--- src/dar_pkg.sv ---
// Package for the dual-alias range classifier.
// Holds the request, token and code types shared by the cells and the top level.
// No dependencies.
package dar_pkg;

  typedef enum logic [1:0] {
    ACT_REGISTER   = 2'd0,
    ACT_UNREGISTER = 2'd1,
    ACT_CLASSIFY   = 2'd2,
    ACT_NONE       = 2'd3
  } act_t;

  typedef enum logic [1:0] {
    CLS_OUTSIDE = 2'd0,
    CLS_WRITE   = 2'd1,
    CLS_EXEC    = 2'd2
  } cls_t;

  // The request held at the top level and seen by every cell.
  typedef struct packed {
    act_t        action;
    logic [63:0] write_base;
    logic [63:0] exec_base;
    logic [31:0] region_bytes;
    logic [31:0] remove_id;
    logic [63:0] query_address;
    logic [31:0] new_id;
  } req_t;

  // The token that walks the chain, one cell per cycle.
  typedef struct packed {
    logic        valid;
    logic        done;
    cls_t        cls;
    logic [31:0] id;
    logic [31:0] offset;
    logic [63:0] other_base;
  } token_t;

endpackage

--- src/dar_cell.sv ---
// One table slot of the dual-alias range classifier and its stage of the token chain.
// Depends on dar_pkg.
module dar_cell (
  input  logic            clk,
  input  logic            rst_n,
  input  dar_pkg::req_t   req,
  input  dar_pkg::token_t tok_in,
  output dar_pkg::token_t tok_out
);
  import dar_pkg::*;

  logic [63:0] wbase_r;
  logic [63:0] xbase_r;
  logic [31:0] bytes_r;
  logic [31:0] id_r;
  token_t      tok_r;
  token_t      tok_nxt;

  logic [64:0] dw;
  logic [64:0] dx;
  logic        hit_w;
  logic        hit_x;
  logic        active;
  logic        take;

  always_comb begin
    dw = {1'b0, req.query_address} - {1'b0, wbase_r};
    dx = {1'b0, req.query_address} - {1'b0, xbase_r};
    hit_w = !dw[64] && (dw[63:32] == 32'd0) && (dw[31:0] < bytes_r);
    hit_x = !dx[64] && (dx[63:32] == 32'd0) && (dx[31:0] < bytes_r);
    active = tok_in.valid && !tok_in.done;
    case (req.action)
      ACT_REGISTER:   take = (bytes_r == 32'd0);
      ACT_UNREGISTER: take = (id_r == req.remove_id);
      ACT_CLASSIFY:   take = hit_w || hit_x;
      default:        take = 1'b0;
    endcase
    tok_nxt = tok_in;
    if (active && take) begin
      tok_nxt.done = 1'b1;
      if (req.action == ACT_CLASSIFY) begin
        tok_nxt.id = id_r;
        if (hit_w) begin
          tok_nxt.cls        = CLS_WRITE;
          tok_nxt.offset     = dw[31:0];
          tok_nxt.other_base = xbase_r;
        end else begin
          tok_nxt.cls        = CLS_EXEC;
          tok_nxt.offset     = dx[31:0];
          tok_nxt.other_base = wbase_r;
        end
      end
    end
  end

  always_ff @(posedge clk) begin
    if (!rst_n) begin
      tok_r   <= '0;
      bytes_r <= '0;
      id_r    <= '0;
    end else begin
      tok_r <= tok_nxt;
      if (active && take && req.action == ACT_REGISTER) begin
        bytes_r <= req.region_bytes;
        id_r    <= req.new_id;
      end else if (active && take && req.action == ACT_UNREGISTER) begin
        bytes_r <= '0;
        id_r    <= '0;
      end
    end
  end

  always_ff @(posedge clk) begin
    if (active && take && req.action == ACT_REGISTER) begin
      wbase_r <= req.write_base;
      xbase_r <= req.exec_base;
    end else if (active && take && req.action == ACT_UNREGISTER) begin
      wbase_r <= '0;
      xbase_r <= '0;
    end
  end

  assign tok_out = tok_r;

endmodule

--- config.mk ---
export PLATFORM = sky130hd
export DESIGN_NAME = dar_cell
export DESIGN_NICKNAME = d
export VERILOG_FILES = /design/src/dar_pkg.sv /design/src/dar_cell.sv
export SDC_FILE = /design/constraint.sdc
export NUM_CORES = 1
export LEC_CHECK = 0
export BUFFER_PORTS_ARGS = -buffer_cell sky130_fd_sc_hd__clkbuf_2
export CAP_MARGIN = 20
export CORE_MARGIN = 8
export CORE_UTILIZATION = 40
export CTS_BUF_LIST = sky130_fd_sc_hd__clkbuf_8
export DETAILED_ROUTE_END_ITERATION = 6
export SLEW_MARGIN = 5
export SYNTH_ARGS = -nofsm -noshare
export SYNTH_HDL_FRONTEND = slang
export SYNTH_SLANG_ARGS = --single-unit
--- constraint.sdc ---
create_clock -name clk -period 14.97 [get_ports clk]
set_input_delay 2.2455 -clock clk [delete_from_list [all_inputs] [get_ports clk]]
set_output_delay 2.2455 -clock clk [all_outputs]
set_load 0.02 [all_outputs]
Word-level counts from Yosys, hierarchy flattened
Cells that the tools add are included.
{"block": "totals", "out_inout_bits": 132, "regBits": 324, "in_bits": 424, "elab_cells": 45}
{"block": "classes", "order_cmp": 2, "add_sub_neg": 2, "reduce_logical": 17, "n_eq_ne": 3, "mux": 11}
{"op": "64-bit two-way mux", "n": 3}
{"op": "131-bit two-way mux", "n": 1}
{"op": "130-bit two-way mux", "n": 1}
{"op": "64-bit by 64-bit subtractor with 65-bit output", "n": 2}
{"op": "32-bit zero test", "n": 3}
{"op": "32-bit two-way mux", "n": 3}
{"op": "96-bit two-way mux", "n": 1}
{"op": "32-bit < comparator", "n": 2}
{"op": "32-bit equality test", "n": 1}
{"op": "1-bit logical AND", "n": 8}
{"op": "1-bit zero test", "n": 3}
{"op": "1-bit case mux with 3 select lines", "n": 1}
{"op": "2-bit by 1-bit equality test with 1-bit output (second input constant)", "n": 1}
{"op": "2-bit equality test (second input constant)", "n": 1}
{"op": "2-bit zero test", "n": 1}
{"op": "2-bit two-way mux", "n": 1}
{"op": "2-bit nonzero test", "n": 1}
{"op": "1-bit logical OR", "n": 1}

Logic depth before layout (Yosys ltp)
Gate-level depths: netlist (run 1).
{"block": "logic_depth", "word_depth": 10, "mapped_depth": 28, "depth_no_buf": 25}

Least setup slack after synthesis (run 1)
OpenSTA, ideal clock, no wires.
{"block": "synth_path", "path_type": "input port to flip-flop", "start": "in req[32] (netlist name)", "end": "reg tok_r, in the netlist tok_out[76]", "path_stages": 25, "n_path_buf": 2, "slack_ps": 7465, "setup_ps": 123, "required_time_ps": 14847, "arrival_time_ps": 7382, "cell_sequence": "inv_1 > ha_1 > fa_1 > nor2b_1 > o2111ai_1 > a2111oi_0 > nor2_1 > nor2b_1 > o31a_1 > nor3_1 > nor2_1 > xnor2_1 > ha_1 > nand4_1 > nor2_1 > a2111oi_0 > nand4_1 > a2111o_1 > a2111oi_0 > nand4_1 > nor4_1 > o21ai_1 > buf_2 > buf_4 > mux2_1"}
{"block": "synth_between", "elab_chain_cells": 8, "elab_cells_between_ends": 18, "cone_classes": "add/sub (2); order compare (2); mux (4); reduce/logical (10)"}
{"element": "from (decl)", "line_no": "dar_cell.sv:6", "rtl": "input dar_pkg::req_t req,"}
{"element": "parallel branches: the longest is 7 deep, another holds 64-bit by 64-bit subtractor with 65-bit output"}
{"element": "131-bit two-way mux *", "line_no": "dar_cell.sv:39", "rtl": "if (active && take) begin"}
{"element": "to (signal assigned)", "line_no": "dar_cell.sv:62", "rtl": "tok_r <= tok_nxt;"}
{"element": "to (decl)", "line_no": "dar_cell.sv:16", "rtl": "token_t tok_r;"}
Mark *: on every way between the ends.
A chain may end at the register's enable or synchronous reset.

Worst setup path in the final report (run 1)
{"block": "layout_path", "start": "in req[32] (netlist name)", "end": "reg tok_r, in the netlist tok_out[98]"}
{"block": "layout_between", "elab_chain_cells": 8, "elab_cells_between_ends": 16, "cone_classes": "add/sub (2); order compare (2); mux (2); reduce/logical (10)"}
{"element": "parallel branches: the longest is 4 deep, another holds 64-bit by 64-bit subtractor with 65-bit output"}
{"element": "1-bit logical OR *", "line_no": "dar_cell.sv:35", "rtl": "ACT_CLASSIFY: take = hit_w || hit_x;"}
{"element": "1-bit case mux with 3 select lines *", "line_no": "dar_cell.sv:32", "rtl": "case (req.action)"}
{"element": "1-bit logical AND *", "line_no": "dar_cell.sv:39"}
{"element": "131-bit two-way mux *", "line_no": "dar_cell.sv:39"}
Marks and branches as above.

==> results of run 1 <==
==> layout make-up <==
cell class                      count  area [µm²]
Fill cell                        6439       32800
Timing Repair Buffer              573        2920
Inverter                          188         708
Clock buffer                       69         950
Clock inverter                     38         388
Tap cell                          846        1060
Multi-Input combinational cell   2425       16000
Sequential cell                   324        7770
Antenna cell                       15        37.5
==> synth_stat cells, types with 8 or more instances <==
| master | number |
|---|---|
| and4_1 | 13 |
| ha_1 | 190 |
| nand2b_1 | 20 |
| clkbuf_1 | 121 |
| buf_2 | 33 |
| nor2_1 | 217 |
| xnor2_1 | 54 |
| a21boi_0 | 8 |
| a21oi_1 | 279 |
| o2111ai_1 | 8 |
| a21o_1 | 40 |
| nor3b_1 | 68 |
| o21ai_0 | 151 |
| o21a_1 | 31 |
| nand3_1 | 40 |
| or2_2 | 12 |
| mux2_2 | 26 |
| a211oi_1 | 24 |
| dfxtp_1 | 196 |
| nor4_1 | 40 |
| inv_1 | 187 |
| o22ai_1 | 9 |
| xor2_1 | 50 |
| nand4_1 | 81 |
| edfxtp_1 | 128 |
| nor2b_1 | 9 |
| a31oi_1 | 17 |
| and2_1 | 148 |
| o31ai_1 | 10 |
| nand2_1 | 443 |
| o21ai_1 | 8 |
| or3_1 | 12 |
| o211ai_1 | 21 |
| a2111oi_0 | 13 |
| mux2_1 | 8 |
| mux2i_1 | 203 |
| nor3_1 | 47 |
| o21bai_1 | 16 |
==> power breakdown <==
group | total, µW | internal [µW] | switching, µW
Combinational | 544 | 197 | 347
Clock | 959 | 546 | 413
Sequential | 943 | 934 | 8.54
==> how the worst max path moves through the flow <==
stage / start / end / slack [ps] / depth (start not counted)
after floorplan: req[32] / tok_out[76] / 7460 / 25
after global placement: req[32] / tok_out[128] / 4800 / 24
after detailed placement: req[32] / tok_out[128] / 4550 / 24
after CTS: req[32] / tok_out[98] / 5280 / 24
after global routing: req[32] / tok_out[98] / 4780 / 24
final: req[32] / tok_out[98] / 4930 / 24
==> state kept, by name (all words and copies together) (netlist names) <==
| name | count |
|---|---|
| bytes_r | 32 |
| id_r | 32 |
| tok_out | 132 |
| wbase_r | 64 |
| xbase_r | 64 |
==> metal layers <==
metal | share of wire | wire [µm]
met2 | 0.46 | 48800
met4 | 0.031 | 3330
met3 | 0.073 | 7730
met5 | 0.00010 | 11
met1 | 0.44 | 46300
==> through the flow <==
stage          total power, µW  hold WS, ps  instance area (µm²)
3_3_place_gp              1490          468                28400
6_report                  2450          489                29800
5_1_grt                   2550          511                29800
4_1_cts                   2460          489                29800
2_1_floorplan             1280          457                25200
3_5_place_dp              1490          482                28400
==> logic make-up (layout without fill, tap and decap cells) <==
kind of cell,count (synthesis),count (layout),synth area share
AOI/OAI and AO/OA,700,700,0.171
xor gates and xnor gates,104,104,0.0362
adders and majority gates,192,192,0.0961
buffers and inverters,360,868,0.0577
DFF,324,324,0.309
muxes,237,237,0.0960
other,0,15,0
and+or+nand+nor,1192,1192,0.235
==> worst min-delay path: stages (launching register included) <==
cell	delay (ps)
dfxtp_1	330
nand2_1	60
mux2i_1	60
==> metrics.yaml, run 1 <==
placement:
  gp_congestion: 1.00
  place_inst: 4356
  hpwl_um: 87300
  portBuffers: 555
  preCtsSetupSlack_ps: 4550
drt:
  dr_total_vias: 25200
  final_antenna_net_count: 0
  wl_um: 106000
  via_per_inst: 5.62
  detail_route.wl_per_cell_um: 23.7
  drc_errors: 0
  first_pass_iters: 6
  drt_iter0_markers: 2228
sta:
  setup_ws_ps: 4930
  hold_viol: 0
  rsz0062_at_grt: "no"
  fin_worst_skew_ps: 69.9
  setup_violations: 0
  fin_setup_tns_ps: 0
  tightest_slew_ps: 1130
  period_share: 0.671
  fmax_mhz: 99.6
  final_max_slew_viol_count: 0
  fin_crit_ps: 10040
  relSlewSlack: 0.245
logic_synthesis:
  ys_types: 90
  synthCells: 3109
  ys.flop_type: "dfxtp_1"
  ys_seq_elements: 324
  avgSynthCellArea_um2: 8.09
  synthesis.area_um2: 25200
  seq_area_frac_synth: 0.309
  synth_top_area_share: 0.156
  synthArstFlopShare: 0
  synth_area_leader_cell: "dfxtp_1"
  synth_nets: 3725
  yosys-top-cells-area: "dfxtp_1 16%, edfxtp_1 15%, ha_1 9.4%"
  synth_edf_count: 128
  yosysWarnings: 0
worst_setup_path:
  cpLargestDelayFamily: "compound AO/OA/AOI/OAI gates"
  path_class: "in -> reg"
  slowest_stage: "o21a_2"
  ff2ff_setup_slack_ps: 6180
  cp_num_buf_inv: 2
  worst-path-max-fanout: 34
  end_kind: "flop"
  cp.arrival_ps: 10620
  worstPathRequired_ps: 15550
  worstPathCellList: "clkbuf_2 -> inv_1 -> ha_1 -> fa_1 -> nor2b_1 -> o2111ai_1 -> a2111oi_0 -> nor2_1 -> nor2b_1 -> o31a_1 -> nor3_1 -> nor2_1 -> xnor2_1 -> ha_1 -> nand4_1 -> nor2_1 -> a2111oi_0 -> nand4_1 -> a2111o_1 -> a2111oi_0 -> nand4_1 -> nor4_2 -> o21a_2 -> mux2i_1"
  r2r_cells: 22
  worstReg2RegStart: "xbase_r[0]"
  cp_slowest_stage_delay_ps: 990
  r2r-end: "tok_out[98]"
  cp-start-kind: "input pin"
cells_and_area:
  final_common_cell: "clkbuf_2"
  final_cell_mix: "554 x clkbuf_2, 443 x nand2_1, 279 x a21oi_1"
  layout-drive-gt1-share: 0.201
  syn2layout_area_growth_pct: 18.5
  layoutNonFillerInstCount: 4478
  layout.nets: 4185
  post-route-util: 0.476
floorplan:
  die_width_um: 267
  die_h_um: 267
  row_count: 92
  ios: 556
  initial_core_util: 0.402
  dieArea_um2: 71200
  core-area_um2: 62600
hold_path:
  hold_end: "tok_out[125]"
  hp-class: "reg -> reg"
  min_path_cells: 2
  hp-start: "id_r[29]"
clock_tree:
  cts.sinks: 324
  cts_tree: "done"
  cts_root_buffer: "clkbuf_8"
  cts_inserted_buffers: 57
  post-cts-setup-buffer-count: 0
  cts-resized-gates: 0
  clk_pin_slew_ps: 60
  cts.path.max_buffers: 3
  cts_max_level: 2
  postCtsHoldBufs: 0
  insertion_delay_ps: 720
power_and_ir_drop:
  p_leak_uw: 0.0127
  vdd_drop_max_mv: 0.0698
  power.density_nw_per_um2: 82.0
outcome:
  status: "finished clean"
grt:
  grt_pass1_wl_um: 155000
  grt_start_max_net_pins: 101
  met2_usage: 0.462
  grt_util_met1: 0.375
  grt.overflow.total: 0
  antenna_found_initial: 15
  track_usage: 0.283
  grt_use_met3: 0.0508
  top_usage_layer: "met2"
  grt_pass1_vias: 24500
job:
  drv_cap: 0
No activity file was read; power rests on OpenSTA's default activity.
==> run 2, diff against run 1 <==
clock period = 10.1 ns   (was 14.97 ns; I/O delays follow)
==> metrics.yaml, run 2 (synthesis results as in run 1) <==
sta:
  fin_crit_ps: 8090
  relSlewSlack: 0.255  # was 0.245
  period_share: 0.801
  fmax_mhz: 124
  tightest_slew_ps: 1120  # was 1130 ps
  fin_worst_skew_ps: 58.5  # was 69.9 ps
  setup_ws_ps: 2010  # was 4930 ps
  hold_viol: 0  # unchanged
  final_max_slew_viol_count: 0  # unchanged
  rsz0062_at_grt: "no"  # unchanged
  fin_setup_tns_ps: 0  # unchanged
  setup_violations: 0  # unchanged
placement:
  portBuffers: 555  # unchanged
  hpwl_um: 85700  # was 87300 µm
  preCtsSetupSlack_ps: 1520  # was 4550 ps
  place_area_um2: 28400  # about the same
  gp_congestion: 0.988  # was 1.00
drt:
  first_pass_iters: 6  # unchanged
  final_antenna_net_count: 0  # unchanged
  drc_errors: 0  # unchanged
  dr_total_vias: 25100  # was 25200
  detail_route.wl_per_cell_um: 23.4  # was 23.7 µm
  drt_iter0_markers: 2253  # was 2228
  wl_um: 105000  # was 106000 µm
  via_per_inst: 5.62  # about the same
grt:
  grt_pass1_wl_um: 154000  # was 155000 µm
  grt_pass1_vias: 24700  # was 24500
  antenna_found_initial: 15  # unchanged
  grt.overflow.total: 0  # unchanged
  grt_start_max_net_pins: 105  # was 101
  track_usage: 0.280  # was 0.283
clock_tree:
  cts_inserted_buffers: 56  # was 57
  insertion_delay_ps: 710  # was 720 ps
  post-cts-setup-buffer-count: 0  # unchanged
  cts_tree: "done"  # unchanged
  cts.sinks: 324  # unchanged
  cts_max_level: 2  # unchanged
  cts.path.max_buffers: 3  # unchanged
  cts-resized-gates: 0  # unchanged
  cts_root_buffer: "clkbuf_8"  # unchanged
  postCtsHoldBufs: 0  # unchanged
  clk_pin_slew_ps: 60  # about the same
worst_setup_path:
  slowest_stage: "o21a_2"  # unchanged
  worstPathCellList: "clkbuf_2 -> inv_1 -> ha_1 -> fa_1 -> nor2b_1 -> o2111ai_1 -> a2111oi_0 -> nor2_1 -> nor2b_1 -> o31a_1 -> nor3_1 -> nor2_1 -> xnor2_1 -> ha_1 -> nand4_1 -> nor2_1 -> a2111oi_0 -> nand4_1 -> a2111o_1 -> a2111oi_0 -> nand4_1 -> nor4_2 -> o21a_2 -> mux2i_1"  # unchanged
  cp.arrival_ps: 8710  # was 10620 ps
  worst-path-max-fanout: 34  # unchanged
  end_kind: "flop"  # unchanged
  path_class: "in -> reg"  # unchanged
  cp-start-kind: "input pin"  # unchanged
  cp_slowest_stage_delay_ps: 940  # was 990 ps
  worstPathRequired_ps: 10710  # was 15550 ps
power_and_ir_drop:
  p_leak_uw: 0.0126  # was 0.0127 µW
  internal-power_uw: 2290  # was 1680 µW
  clkPwrFrac: 0.352  # was 0.392
  power.density_nw_per_um2: 115  # was 82.0 nW/µm²
  power.switching_uw: 1100  # was 768 µW
  pwr-share-comb: 0.236  # was 0.222
  vdd_drop_max_mv: 0.0938  # was 0.0698 mV
  pwr-share-seq: 0.412  # was 0.385
  sw_frac_of_total: 0.324  # was 0.314
cells_and_area:
  fillers: 6429  # was 6439
  final_area_um2: 29600  # was 29800 µm²
  syn2layout_area_growth_pct: 17.6  # was 18.5%
  largest_reg_flops: 132  # unchanged
  final_common_cell: "clkbuf_2"  # unchanged
  final_cell_mix: "554 x clkbuf_2, 443 x nand2_1, 279 x a21oi_1"  # unchanged
  layout-drive-gt1-share: 0.196  # was 0.201
  layout.nets: 4183  # was 4185
floorplan:
  dieArea_um2: 71200  # unchanged
  row_count: 92  # unchanged
  die_width_um: 267  # unchanged
  initial_core_util: 0.402  # unchanged
  die_h_um: 267  # unchanged
  ios: 556  # unchanged
  core-area_um2: 62600  # unchanged
job:
  drv_cap: 0  # unchanged
hold_path:
  hp-class: "reg -> reg"  # unchanged
outcome:
  status: "finished clean"  # unchanged
-- run 2: power groups by stage --
stage / clock (µW) / combinational (µW) / sequential, µW
after floorplan: 0 / 431 / 1460
after global placement: 0 / 784 / 1430
after detailed placement: 0 / 783 / 1420
after CTS: 1220 / 787 / 1400
after global routing: 1280 / 866 / 1400
final: 1200 / 802 / 1400
-- run 2: final cells by class --
cell class	instances	area, µm²	area share
multi-input combinational	2425	16000	0.540
sequential	324	7770	0.262
timing repair buffer	572	2950	0.0997
tap	846	1060	0.0358
clock buffer	65	895	0.0302
inverter	188	708	0.0239
clock inverter	35	203	0.00685
antenna	15	37.5	0.00127
-- run 2: routing by layer --
metal,GRT usage,vias to the layer above,part of all wire
met3,0.0467,160,0.067
met4,0.0848,2,0.028
li1,-,12000,-
met5,0,-,0.00012
met1,0.370,12000,0.44
met2,0.463,929,0.46
-- run 2: path summary, 6_finish.rpt --
path,cells after the start,startpoint,slack (ps),endpoint
worst min register to register,2,bytes_r[11],490,bytes_r[11]
worst min-delay path,2,bytes_r[11],490,bytes_r[11]
worst max register to register,22,xbase_r[0],2590,tok_out[123]
worst max-delay path,24,req[32],2010,tok_out[123]
-- run 2: critical path, delay by kind of cell --
kind / cells / cell delay (ps)
AO/OA/AOI/OAI: 7 / 3550
XOR/XNOR: 1 / 280
adder cells (fa/ha/maj): 3 / 920
buffers and inverters: 2 / 140
multiplexers: 1 / 290
AND/OR/NAND/NOR: 10 / 1960
-- run 2: stage by stage --
stage	instances	utilization	total power, µW	hold WS [ps]
6_report	4470	0.473	3390	488
5_1_grt	4469	0.473	3550	512
4_1_cts	4454	0.472	3410	488
3_5_place_dp	4354	0.454	2210	479
3_3_place_gp	4354	0.454	2210	468
2_1_floorplan	3109	-	1890	457
